`src/rtl/sirs_pkg.sv`:
```
// Shared types and constants of the sorted id range set unit.
// Depends on nothing; used by the engine and the top level.
package sirs_pkg;

  localparam int MaxRanges = 16;
  localparam int IdxW      = (MaxRanges > 1) ? $clog2(MaxRanges) : 1;
  localparam int CntW      = $clog2(MaxRanges + 1);
  localparam int AddrW     = IdxW + 1;
  localparam int RamDepth  = 2 ** AddrW;

  localparam logic [31:0] IdTop = 32'hFFFF_FFFF;

  localparam logic [1:0] ActAdd    = 2'd0;
  localparam logic [1:0] ActRemove = 2'd1;
  localparam logic [1:0] ActRead   = 2'd2;

  typedef struct packed {
    logic [31:0] first;
    logic [31:0] size;
  } entry_t;

  typedef struct packed {
    logic        valid;
    logic [31:0] entry_first;
    logic [31:0] entry_size;
    logic [4:0]  used;
    logic [31:0] covered;
    logic        full;
  } res_t;

endpackage

```
`src/rtl/sirs_ram.sv`:
```
// Generic simple dual-port RAM with one write port and a registered read port.
// Depends on nothing.
module sirs_ram #(
  parameter int Width = 64,
  parameter int Depth = 32
) (
  input  logic                     clk_i,
  input  logic                     we_i,
  input  logic [$clog2(Depth)-1:0] waddr_i,
  input  logic [Width-1:0]         wdata_i,
  input  logic [$clog2(Depth)-1:0] raddr_i,
  output logic [Width-1:0]         rdata_o
);

  logic [Width-1:0] mem_q [Depth];
  logic [Width-1:0] rdata_q;

  always_ff @(posedge clk_i) begin
    if (we_i) begin
      mem_q[waddr_i] <= wdata_i;
    end
    rdata_q <= mem_q[raddr_i];
  end

  assign rdata_o = rdata_q;

endmodule

```
`src/rtl/sirs_engine.sv`:
```
// Sequencer of the range set: answers reads from the live bank of the table RAM and streams
// that bank through the add or remove rules into the other bank. Depends on sirs_pkg.
module sirs_engine (
  input  logic                      clk_i,
  input  logic                      rst_ni,
  input  logic                      start,
  input  logic [1:0]                action_i,
  input  logic [31:0]               first_id_i,
  input  logic [31:0]               id_count_i,
  input  logic [3:0]                read_index_i,
  output logic                      ram_we_o,
  output logic [sirs_pkg::AddrW-1:0] ram_waddr_o,
  output sirs_pkg::entry_t          ram_wdata_o,
  output logic [sirs_pkg::AddrW-1:0] ram_raddr_o,
  input  sirs_pkg::entry_t          ram_rdata_i,
  output sirs_pkg::res_t            res_o,
  output logic                      busy_o
);
  import sirs_pkg::*;

  typedef enum logic [2:0] {
    S_IDLE, S_RSP, S_RD, S_PROC, S_WR2, S_FIN, S_DONE
  } state_e;

  typedef enum logic [2:0] {
    M_SEEK, M_MERGE, M_COPY, M_CUT, M_SKIP
  } mode_e;

  state_e           state_q, state_d;
  mode_e            mode_q, mode_d;
  logic             bank_q, bank_d;
  logic [CntW-1:0]  count_q, count_d;
  logic [31:0]      total_q, total_d;
  logic             add_q, add_d;
  logic [31:0]      start_q, start_d;
  logic [32:0]      end_q, end_d;
  logic [31:0]      pf_q, pf_d;
  logic [32:0]      top_q, top_d;
  logic [CntW-1:0]  i_q, i_d;
  logic [CntW-1:0]  oi_q, oi_d;
  logic [32:0]      sum_q, sum_d;
  entry_t           w2_q, w2_d;
  logic             rd_ok_q, rd_ok_d;
  logic [31:0]      res_first_q, res_first_d;
  logic [31:0]      res_size_q, res_size_d;
  logic             full_q, full_d;

  logic             w_v;
  entry_t           w_e;
  logic [32:0]      cs33, ce33, st33;
  logic [31:0]      mn;
  logic [31:0]      room, len_c;
  logic             split_full;

  function automatic logic [32:0] sat_add(logic [32:0] a, logic [31:0] b);
    logic [32:0] s;
    s = a + {1'b0, b};
    return s[32] ? 33'h1_0000_0000 : s;
  endfunction

  assign cs33  = {1'b0, ram_rdata_i.first};
  assign ce33  = cs33 + {1'b0, ram_rdata_i.size};
  assign st33  = {1'b0, start_q};
  assign mn    = (start_q < ram_rdata_i.first) ? start_q : ram_rdata_i.first;
  assign room  = IdTop - first_id_i;
  assign len_c = (id_count_i > room) ? room : id_count_i;
  // A split needs one more entry than the table holds at this point.
  assign split_full = ({1'b0, oi_q} + {1'b0, count_q} - {1'b0, i_q})
                      >= (CntW+1)'(MaxRanges);

  assign ram_raddr_o = (state_q == S_IDLE) ? {bank_q, IdxW'(read_index_i)}
                                           : {bank_q, i_q[IdxW-1:0]};
  assign ram_waddr_o = {~bank_q, oi_q[IdxW-1:0]};

  always_comb begin
    logic [32:0] fsum;
    fsum        = sum_q;
    state_d     = state_q;
    mode_d      = mode_q;
    bank_d      = bank_q;
    count_d     = count_q;
    total_d     = total_q;
    add_d       = add_q;
    start_d     = start_q;
    end_d       = end_q;
    pf_d        = pf_q;
    top_d       = top_q;
    i_d         = i_q;
    oi_d        = oi_q;
    sum_d       = sum_q;
    w2_d        = w2_q;
    rd_ok_d     = rd_ok_q;
    res_first_d = res_first_q;
    res_size_d  = res_size_q;
    full_d      = full_q;
    w_v         = 1'b0;
    w_e         = ram_rdata_i;

    unique case (state_q)
      S_IDLE: begin
        if (start) begin
          res_first_d = '0;
          res_size_d  = '0;
          full_d      = 1'b0;
          start_d     = first_id_i;
          add_d       = (action_i == ActAdd);
          i_d         = '0;
          oi_d        = '0;
          sum_d       = '0;
          unique case (action_i)
            ActAdd: begin
              if (id_count_i == 32'd0 || first_id_i == IdTop) begin
                state_d = S_DONE;
              end else begin
                end_d   = {1'b0, first_id_i} + {1'b0, len_c};
                mode_d  = M_SEEK;
                state_d = S_RD;
              end
            end
            ActRemove: begin
              if (id_count_i == 32'd0) begin
                state_d = S_DONE;
              end else begin
                end_d   = {1'b0, first_id_i} + {1'b0, id_count_i};
                mode_d  = M_CUT;
                state_d = S_RD;
              end
            end
            ActRead: begin
              rd_ok_d = 32'(read_index_i) < 32'(count_q);
              state_d = S_RSP;
            end
            default: state_d = S_DONE;
          endcase
        end
      end
      S_RSP: begin
        if (rd_ok_q) begin
          res_first_d = ram_rdata_i.first;
          res_size_d  = ram_rdata_i.size;
        end
        state_d = S_DONE;
      end
      S_RD: begin
        state_d = (i_q == count_q) ? S_FIN : S_PROC;
      end
      S_PROC: begin
        i_d     = i_q + CntW'(1);
        state_d = S_RD;
        if (add_q) begin
          unique case (mode_q)
            M_SEEK: begin
              if (end_q < cs33) begin
                if (count_q == CntW'(MaxRanges)) begin
                  full_d  = 1'b1;
                  state_d = S_DONE;
                end else begin
                  w_v     = 1'b1;
                  w_e     = '{first: start_q, size: 32'(end_q - st33)};
                  w2_d    = ram_rdata_i;
                  mode_d  = M_COPY;
                  state_d = S_WR2;
                end
              end else if (st33 > ce33) begin
                w_v = 1'b1;
              end else if (end_q <= ce33) begin
                w_v    = 1'b1;
                w_e    = '{first: mn, size: 32'(ce33 - {1'b0, mn})};
                mode_d = M_COPY;
              end else begin
                pf_d   = mn;
                top_d  = end_q;
                mode_d = M_MERGE;
              end
            end
            M_MERGE: begin
              if (cs33 < top_q) begin
                if (ce33 > top_q) begin
                  top_d = ce33;
                end
              end else begin
                w_v     = 1'b1;
                w_e     = '{first: pf_q, size: 32'(top_q - {1'b0, pf_q})};
                w2_d    = ram_rdata_i;
                mode_d  = M_COPY;
                state_d = S_WR2;
              end
            end
            default: w_v = 1'b1;
          endcase
        end else begin
          if (mode_q == M_SKIP) begin
            w_v    = 1'b1;
            mode_d = M_CUT;
          end else if (end_q > cs33 && st33 < ce33) begin
            if (st33 > cs33 && end_q < ce33) begin
              if (split_full) begin
                // No room to split: keep this entry and pass the next one untouched.
                w_v    = 1'b1;
                full_d = 1'b1;
                mode_d = M_SKIP;
              end else begin
                w_v     = 1'b1;
                w_e     = '{first: ram_rdata_i.first, size: start_q - ram_rdata_i.first};
                w2_d    = '{first: end_q[31:0], size: 32'(ce33 - end_q)};
                state_d = S_WR2;
              end
            end else if (st33 > cs33) begin
              w_v = 1'b1;
              w_e = '{first: ram_rdata_i.first, size: start_q - ram_rdata_i.first};
            end else if (end_q < ce33) begin
              w_v = 1'b1;
              w_e = '{first: end_q[31:0], size: 32'(ce33 - end_q)};
            end
          end else begin
            w_v = 1'b1;
          end
        end
      end
      S_WR2: begin
        w_v     = 1'b1;
        w_e     = w2_q;
        state_d = S_RD;
      end
      S_FIN: begin
        state_d = S_DONE;
        if (add_q && mode_q == M_SEEK && count_q == CntW'(MaxRanges)) begin
          full_d = 1'b1;
        end else begin
          if (add_q && mode_q == M_SEEK) begin
            w_v = 1'b1;
            w_e = '{first: start_q, size: 32'(end_q - st33)};
          end else if (add_q && mode_q == M_MERGE) begin
            w_v = 1'b1;
            w_e = '{first: pf_q, size: 32'(top_q - {1'b0, pf_q})};
          end
          if (w_v) begin
            fsum = sat_add(sum_q, w_e.size);
          end
          bank_d  = ~bank_q;
          count_d = w_v ? oi_q + CntW'(1) : oi_q;
          total_d = fsum[32] ? IdTop : fsum[31:0];
        end
      end
      S_DONE: state_d = S_IDLE;
      default: state_d = S_IDLE;
    endcase

    if (w_v) begin
      oi_d  = oi_q + CntW'(1);
      sum_d = sat_add(sum_q, w_e.size);
    end
  end

  assign ram_we_o    = w_v;
  assign ram_wdata_o = w_e;

  always_ff @(posedge clk_i or negedge rst_ni) begin
    if (!rst_ni) begin
      state_q <= S_IDLE;
      mode_q  <= M_SEEK;
      bank_q  <= 1'b0;
      count_q <= '0;
      total_q <= '0;
      i_q     <= '0;
      oi_q    <= '0;
      full_q  <= 1'b0;
      add_q   <= 1'b0;
      rd_ok_q <= 1'b0;
    end else begin
      state_q <= state_d;
      mode_q  <= mode_d;
      bank_q  <= bank_d;
      count_q <= count_d;
      total_q <= total_d;
      i_q     <= i_d;
      oi_q    <= oi_d;
      full_q  <= full_d;
      add_q   <= add_d;
      rd_ok_q <= rd_ok_d;
    end
  end

  always_ff @(posedge clk_i) begin
    start_q     <= start_d;
    end_q       <= end_d;
    pf_q        <= pf_d;
    top_q       <= top_d;
    sum_q       <= sum_d;
    w2_q        <= w2_d;
    res_first_q <= res_first_d;
    res_size_q  <= res_size_d;
  end

  assign res_o.valid       = (state_q == S_DONE);
  assign res_o.entry_first = res_first_q;
  assign res_o.entry_size  = res_size_q;
  assign res_o.used        = 5'(count_q);
  assign res_o.covered     = total_q;
  assign res_o.full        = full_q;
  assign busy_o            = (state_q != S_IDLE);

endmodule

```
`src/rtl/sorted_id_range_set_unit.sv`:
```
// Top level of the sorted id range set unit: table RAM, sequencer and result register.
// Depends on sirs_pkg, sirs_ram and sirs_engine.
//
// Usage. An item (action, first id, id count, read index) is taken at a rising
// edge where start is high and busy is low. Action add merges a range into the
// table, remove cuts a range out, read returns one entry; any other code only
// reports the counters. Every item gives exactly one result, shown for a single
// cycle with result_valid_o high; the receiver cannot hold it off, so it must
// take it in that cycle. Busy drops in the same cycle the result is shown, and
// the next item may be started then.
// Sequence. A read item goes through a response state and the done state before its
// result is registered. An add or remove streams every stored entry once through the
// table RAM, whose registered read port returns one entry per cycle. Each entry takes
// a read and a processing state, the single inserted, split or merged entry an item
// may add its own write state, and the pass ends in the finish and done states.
// The table is double banked in one RAM: the rewritten table goes to the spare
// bank and the banks swap when the pass ends, so an add that finds the table
// full simply leaves the live bank as it was.
// Reset empties the table at once (entry count and total go to zero); the RAM
// itself is not cleared, as entries past the count are never read.
module sorted_id_range_set_unit (
  input  logic        clk_i,
  input  logic        rst_ni,
  input  logic        start,
  output logic        busy,
  input  logic [1:0]  action_i,
  input  logic [31:0] first_id_i,
  input  logic [31:0] id_count_i,
  input  logic [3:0]  read_index_i,
  output logic        result_valid_o,
  output logic [31:0] entry_first_o,
  output logic [31:0] entry_size_o,
  output logic [4:0]  used_entries_o,
  output logic [31:0] covered_ids_o,
  output logic        table_full_o
);
  import sirs_pkg::*;

  logic             ram_we;
  logic [AddrW-1:0] ram_waddr;
  logic [AddrW-1:0] ram_raddr;
  entry_t           ram_wdata;
  entry_t           ram_rdata;
  res_t             res;

  // Result register: the strobe is reset, the payload only loads with it.
  logic             valid_q;
  res_t             res_q;

  sirs_ram #(
    .Width ($bits(entry_t)),
    .Depth (RamDepth)
  ) u_ram (
    .clk_i   (clk_i),
    .we_i    (ram_we),
    .waddr_i (ram_waddr),
    .wdata_i (ram_wdata),
    .raddr_i (ram_raddr),
    .rdata_o (ram_rdata)
  );

  sirs_engine u_engine (
    .clk_i        (clk_i),
    .rst_ni       (rst_ni),
    .start        (start),
    .action_i     (action_i),
    .first_id_i   (first_id_i),
    .id_count_i   (id_count_i),
    .read_index_i (read_index_i),
    .ram_we_o     (ram_we),
    .ram_waddr_o  (ram_waddr),
    .ram_wdata_o  (ram_wdata),
    .ram_raddr_o  (ram_raddr),
    .ram_rdata_i  (ram_rdata),
    .res_o        (res),
    .busy_o       (busy)
  );

  always_ff @(posedge clk_i or negedge rst_ni) begin
    if (!rst_ni) begin
      valid_q <= 1'b0;
    end else begin
      valid_q <= res.valid;
    end
  end

  always_ff @(posedge clk_i) begin
    if (res.valid) begin
      res_q <= res;
    end
  end

  assign result_valid_o = valid_q;
  assign entry_first_o  = res_q.entry_first;
  assign entry_size_o   = res_q.entry_size;
  assign used_entries_o = res_q.used;
  assign covered_ids_o  = res_q.covered;
  assign table_full_o   = res_q.full;

endmodule

```
`config.mk`:
```
export PLATFORM = sky130hd
export DESIGN_NAME = sorted_id_range_set_unit
export DESIGN_NICKNAME = d
export VERILOG_FILES = /design/src/rtl/sirs_pkg.sv /design/src/rtl/sirs_ram.sv /design/src/rtl/sirs_engine.sv /design/src/rtl/sorted_id_range_set_unit.sv
export SDC_FILE = /design/constraint.sdc
export NUM_CORES = 2
export LEC_CHECK = 0
export BUFFER_PORTS_ARGS = -buffer_cell sky130_fd_sc_hd__buf_2
export CORE_MARGIN = 5
export CORE_UTILIZATION = 55
export CTS_CLUSTER_SIZE = 20
export DETAILED_ROUTE_END_ITERATION = 7
export PLACE_DENSITY = 0.71
export SETUP_SLACK_MARGIN = 0.5
export SLEW_MARGIN = 10
export SYNTH_ARGS = -nofsm -noshare
export SYNTH_HDL_FRONTEND = slang
export SYNTH_SLANG_ARGS = --single-unit
```
`constraint.sdc`:
```
create_clock -name clk_i -period 21.1 [get_ports clk_i]
set_input_delay 1.055 -clock clk_i [delete_from_list [all_inputs] [get_ports clk_i]]
set_output_delay 1.055 -clock clk_i [all_outputs]
set_load 0.1 [all_outputs]
```
# --- After elaboration in Yosys (flattened, before gate mapping) ---
# Memory sizes are Yosys's and may differ from the RTL's. A register that Yosys moved wholly into a read port is not among the register bits.
# Index checks and enable logic that the tools add are counted.
# W data, S select, Z words.
op_classes:
  add_sub_neg: 15
  n_lt_le_gt_ge: 13
  n_eq_ne: 46
  muxes: 121
  bitwise_logic: 5
  reduce_logical: 33
op_table:
  columns: ["operator", "n"]
  rows:
  - ["$mux W64", 24]
  - ["$mux W33", 15]
  - ["$pmux W64 S2", 2]
  - ["$mux W32", 7]
  - ["$pmux W64 S3", 1]
  - ["$sub A32 B32 Y32", 5]
  - ["$pmux W33 S2", 2]
  - ["$pmux W32 S2", 2]
  - ["$add A32 B32 Y33", 3]
  - ["$mux W3", 23]
  - ["$add A33 B32 Y33", 2]
  - ["$lt A32 B33 Y1", 2]
  - ["$gt A32 B32 Y1", 2]
  - ["$gt A32 B33 Y1", 1]
  - ["$gt A33 B32 Y1", 1]
  - ["$gt A33 B33 Y1", 1]
  - ["$le A33 B33 Y1", 1]
  - ["$lt A33 B32 Y1", 1]
  - ["$lt A33 B33 Y1", 1]
  - ["$eq A32 B32 Y1 const B", 1]
  - ["$logic_not A32 Y1", 1]
  - ["$lt A32 B32 Y1", 1]
  - ["$sub A32 B32 Y32 const A", 1]
  - ["$ne A3 B3 Y1 const B", 10]
  - ["45 further kinds", 123]
totals:
  regBits: 451
  ramBits: 2048
  input_bits: 73
  n_memories: 1
mem_list:
  columns: ["memory", "words", "width", "read_ports", "rd_ports_with_merged_regs", "wr", "line_no", "text"]
  rows:
  - ["u_ram.mem_q", 32, 64, 1, 1, 1, "sirs_ram.sv:15", "logic [Width-1:0] mem_q [Depth];"]

# --- Longest topological paths before layout ---
depth:
  ltp_word: 12
  ltp_mapped: 50
  mapped_depth_nobuf: 46

# --- Modules after synthesis ---
# From an unflattened synthesis, not the netlist that was laid out.
unflattened:
  cells_unflattened: 7951
  hier_area_um2: 121345.1
modules_own_cells:
  columns: ["mod", "instances", "cells_per_inst", "area_per_inst_um2"]
  rows:
  - ["sirs_ram", 1, 3097, 78968.2]
  - ["sirs_engine", 1, 4751, 39288.9]
  - ["sorted_id_range_set_unit", 1, 103, 3088.0]

# --- Least setup slack after synthesis ---
# Ideal clock, no wire load.
synth_timing:
  path_kind: "register -> register"
  startpoint: "register u_ram.rdata_q[0] (netlist: u_ram.rdata_o[0]) (read register of u_ram.mem_q)"
  endpoint: "register u_engine.sum_q[27] (data pin)"
  arrival_ns: 10.251
  required_ns: 20.943
  setup_slack_ns: 10.692
  path_stages_with_launch: 46
  path_buffers: 3
  synth_period_minus_slack_ns: 10.408
  cell_sequence: "dfxtp_1 ha_1 fa_1 a211oi_1 nor2_1 o2111ai_1 a21o_1 nand3_1 a31oi_1 o21bai_1 a21oi_1 o21bai_1 a21oi_1 xor2_1 ha_1 a21o_1 a21o_1 a21o_1 [... 10 more ...] a21oi_1 o21ai_0 ha_1 or2_1 and2_1 o211a_1 a221o_1 nand3_1 a41oi_1 o21ai_1 a211oi_1 o221a_2 or4b_1 nand3_1 mux2i_1 nand3_2 buf_2 nor3_1"
synth_lines:
  columns: ["element", "line_no", "text"]
  rows:
  - ["from (decl)", "sirs_ram.sv:16", "logic [Width-1:0] rdata_q;"]
  - ["to (signal assigned)", "sirs_engine.sv:289", "sum_q <= sum_d;"]
  - ["to (decl)", "sirs_engine.sv:41", "logic [32:0] sum_q, sum_d;"]

==> results.sh <==
export IMPL_fin_skew_ns=0.0607
export IMPL_layout_commonest_cell="edfxtp_1"
export IMPL_antenna_found_initial=35
export IMPL_place_congestion=1.04
export IMPL_layout_drive_gt1_share=0.168
export IMPL_fp_dieH_um=479
export IMPL_grt_ovfl_total=0
export IMPL_mostFrequentLayoutCells="2441 x edfxtp_1, 942 x nand2_1, 512 x mux4_2"
export IMPL_postRouteAntennaNets=0
export IMPL_holdPathStages=1
export IMPL_worstPathRequired_ns=21.80
export IMPL_r2r_end="u_engine.sum_q[20]$_SDFFCE_PP0P_"
export IMPL_min_from="first_id_i[20]"
export IMPL_grt_usage=0.367
export IMPL_drv_cap=0
export IMPL_io_pins=177
export IMPL_multi_input_area_um2=42900
export IMPL_ys_ff_latch=2563
export IMPL_fin_util=0.619
export IMPL_synthArstFlopShare=0.0226
export IMPL_cts_num_sinks=2563
export IMPL_cts_buffers=281
export IMPL_drt_wl_total_mm=427
export IMPL_grt_pass1_wl_mm=595
export IMPL_area_growth_pct=12.2
export IMPL_place_area_um2=127000
export IMPL_hold_path_end="u_engine.start_q[20]$_DFFE_PP_"
export IMPL_synth_cell_types=106
export IMPL_drt_initial_drc_count=12625
export IMPL_row_count=172
export IMPL_dp_hpwl_mm=279
export IMPL_initial_core_util=0.552
export IMPL_synth_edff_count=2441
export IMPL_synth_fp_nets=9114
export IMPL_post_route_period_util=0.632
export IMPL_clkLatencyLatePin_ns=0.95
export IMPL_rr_startpoint="u_ram.rdata_o[32]$_DFF_P_"
export IMPL_tightest_slew_ns=1.39
export IMPL_vias_per_cell=6.87
export IMPL_core_area_um2=219000
export IMPL_max_slew_margin=0.0666
export IMPL_htree_num_levels=5
export IMPL_fmax_mhz=75.0
export IMPL_grt_start_max_net_pins=117
export IMPL_rsz0062_at_grt="false"
export IMPL_setup_viol=0
export IMPL_fillCellCount=16038
export IMPL_synth_flop_cell="edfxtp_1"
export IMPL_finalNetCount=9404
export IMPL_cts_buffer_depth=4
export IMPL_crit_type="reg2reg"
export IMPL_hold_viol=0
export IMPL_grt_pass1_vias=78938
export IMPL_drc=9
export IMPL_slowest_delay_ns=0.97
export IMPL_hold_path_class="in2reg"
export IMPL_yosys_warnings=0
export IMPL_worst_path_most_repeated_cell="nand3_1"
export IMPL_avgSynthCellArea_um2=14.1
export IMPL_rrSetupSlack_ns=7.77
export IMPL_outcome="finished with violations"
export IMPL_wl_per_cell_um=35.8
export IMPL_worstPathMaxFanout=33
export IMPL_setup_ws_ns=7.77
export IMPL_synth_seq_area_share=0.629
export IMPL_post_cts_resized=0
export IMPL_fin_crit_ns=13.33
export IMPL_syn_cell_area_um2=121000
export IMPL_finalSetupTns_ns=0
export IMPL_cts_root_buf="clkbuf_16"
export IMPL_synthCells=8545
export IMPL_fp_dieW_um=479
export IMPL_violations="DRC"
export IMPL_dieArea_um2=229000
export IMPL_pre_cts_slack_ns=8.30
export IMPL_cts_tree="done"
export IMPL_end_kind="flop"
export IMPL_io_buffer_count=176
export IMPL_crit_path_top_delay_cell="a221o_1"
export IMPL_reg2reg_depth=42
export IMPL_postLayoutCellArea_um2=136000
export IMPL_regArea_um2=76000
export IMPL_worst_ep_arrival_time_ns=14.03
export IMPL_clk_pin_slew_worst_paths_ns=0.06
export IMPL_worst_setup_path_start_kind="flop"
export IMPL_drv_slew=0
export IMPL_firstDrtPassIters=8
export IMPL_dr_total_vias=81821
-- cell type report --
| class | instances | area share |
|---|---|---|
| clock buffers | 336 | 0.0550 |
| clock inverters | 143 | 0.0105 |
| repair buffers | 405 | 0.0203 |
| diodes | 16 | 0.000295 |
| flip-flops and latches | 2563 | 0.561 |
| multi-input cells | 5226 | 0.317 |
| well taps | 2871 | 0.0265 |
| inverters | 358 | 0.00991 |
-- synth_stat cells, drive strengths merged, types with 15 or more instances --
master	count	area, um^2
edfxtp	2441	73300
nand2	949	3580
o21ai	516	2590
mux4	512	11500
ha	483	6040
a21oi	439	2210
nand3	408	2050
inv	357	1340
nor2	305	1180
clkbuf	281	1050
xnor2	166	1450
a21o	157	1180
nor3	123	616
buf	117	512
xor2	95	832
mux2i	83	831
nand2b	80	508
a22oi	72	541
dfxtp	64	1280
a221oi	62	562
dfrtp	58	1450
nor2b	56	350
nand4	54	338
and3	48	302
o21a	47	353
a31oi	41	257
and2	41	257
o21bai	37	282
a211oi	36	280
a222oi	27	270
o221ai	27	236
o31ai	26	243
o211ai	23	178
a221o	21	210
or3	21	131
a311oi	20	181
a2bb2oi	19	166
mux2	18	210
nor4	17	106
o22ai	15	93.8
or2	15	96.4
-- stage by stage --
stage	hold slack, ns	instances
3_5_place_dp	0.405	11420
5_1_grt	0.376	11904
4_1_cts	0.330	11900
3_3_place_gp	0.404	11418
6_report	0.400	11918
2_1_floorplan	0.400	8545
-- worst max-delay path: cells and delay by family, from the launching register on --
kind | cells | cell delay, ns
AOI/OAI and AO/OA | 21 | 6.05
and+or+nand+nor | 13 | 3.82
adders and majority gates | 4 | 1.61
muxes | 2 | 0.65
DFF | 1 | 0.44
xor gates and xnor gates | 1 | 0.37
buffers and inverters | 1 | 0.16
-- metal layers --
metal | track usage | part of all wire | vias up
met5 | 0 | 0.00023 | -
met4 | 0.208 | 0.069 | 14
met3 | 0.0870 | 0.11 | 1147
met2 | 0.559 | 0.45 | 5726
met1 | 0.488 | 0.37 | 41196
li1 | - | - | 33738
-- worst max path at each step --
stage / from / endpoint / slack [ns] / cells past startpoint
6_report: u_ram.rdata_o[32]$_DFF_P_ / u_engine.sum_q[20]$_SDFFCE_PP0P_ / 7.77 / 42
5_1_grt: u_ram.rdata_o[32]$_DFF_P_ / u_engine.sum_q[20]$_SDFFCE_PP0P_ / 7.26 / 42
4_1_cts: u_ram.rdata_o[32]$_DFF_P_ / u_engine.sum_q[25]$_SDFFCE_PP0P_ / 8.22 / 42
3_5_place_dp: u_ram.rdata_o[32]$_DFF_P_ / u_engine.sum_q[20]$_SDFFCE_PP0P_ / 8.30 / 42
3_3_place_gp: u_ram.rdata_o[32]$_DFF_P_ / u_engine.sum_q[20]$_SDFFCE_PP0P_ / 8.27 / 42
2_1_floorplan: u_ram.rdata_o[0]$_DFF_P_ / u_engine.sum_q[27]$_SDFFCE_PP0P_ / 10.69 / 45
-- cell families after synthesis --
family                     synth area share
DFF                                   0.629
adders and majority gates            0.0525
AOI/OAI and AO/OA                    0.0906
buffers and inverters                0.0241
muxes                                 0.104
xor gates and xnor gates             0.0189
and+or+nand+nor                      0.0808
-- registers in the layout, summed over array words and instances (netlist names), 33 cells and up --
name	flops
u_ram.rdata_o	64
u_ram.mem_q	2048
u_engine.w2_q	64
u_engine.sum_q	33
u_engine.end_q	33
u_engine.top_q	33
-- timing repair --
item,in CTS,in global routing
endpoints found under the hold margin,6,0
setup buffers,0,0
hold buffers,1,0
Power is not shown: default switching activity piles up to over one toggle a cycle in this logic, so the estimate is an artifact.
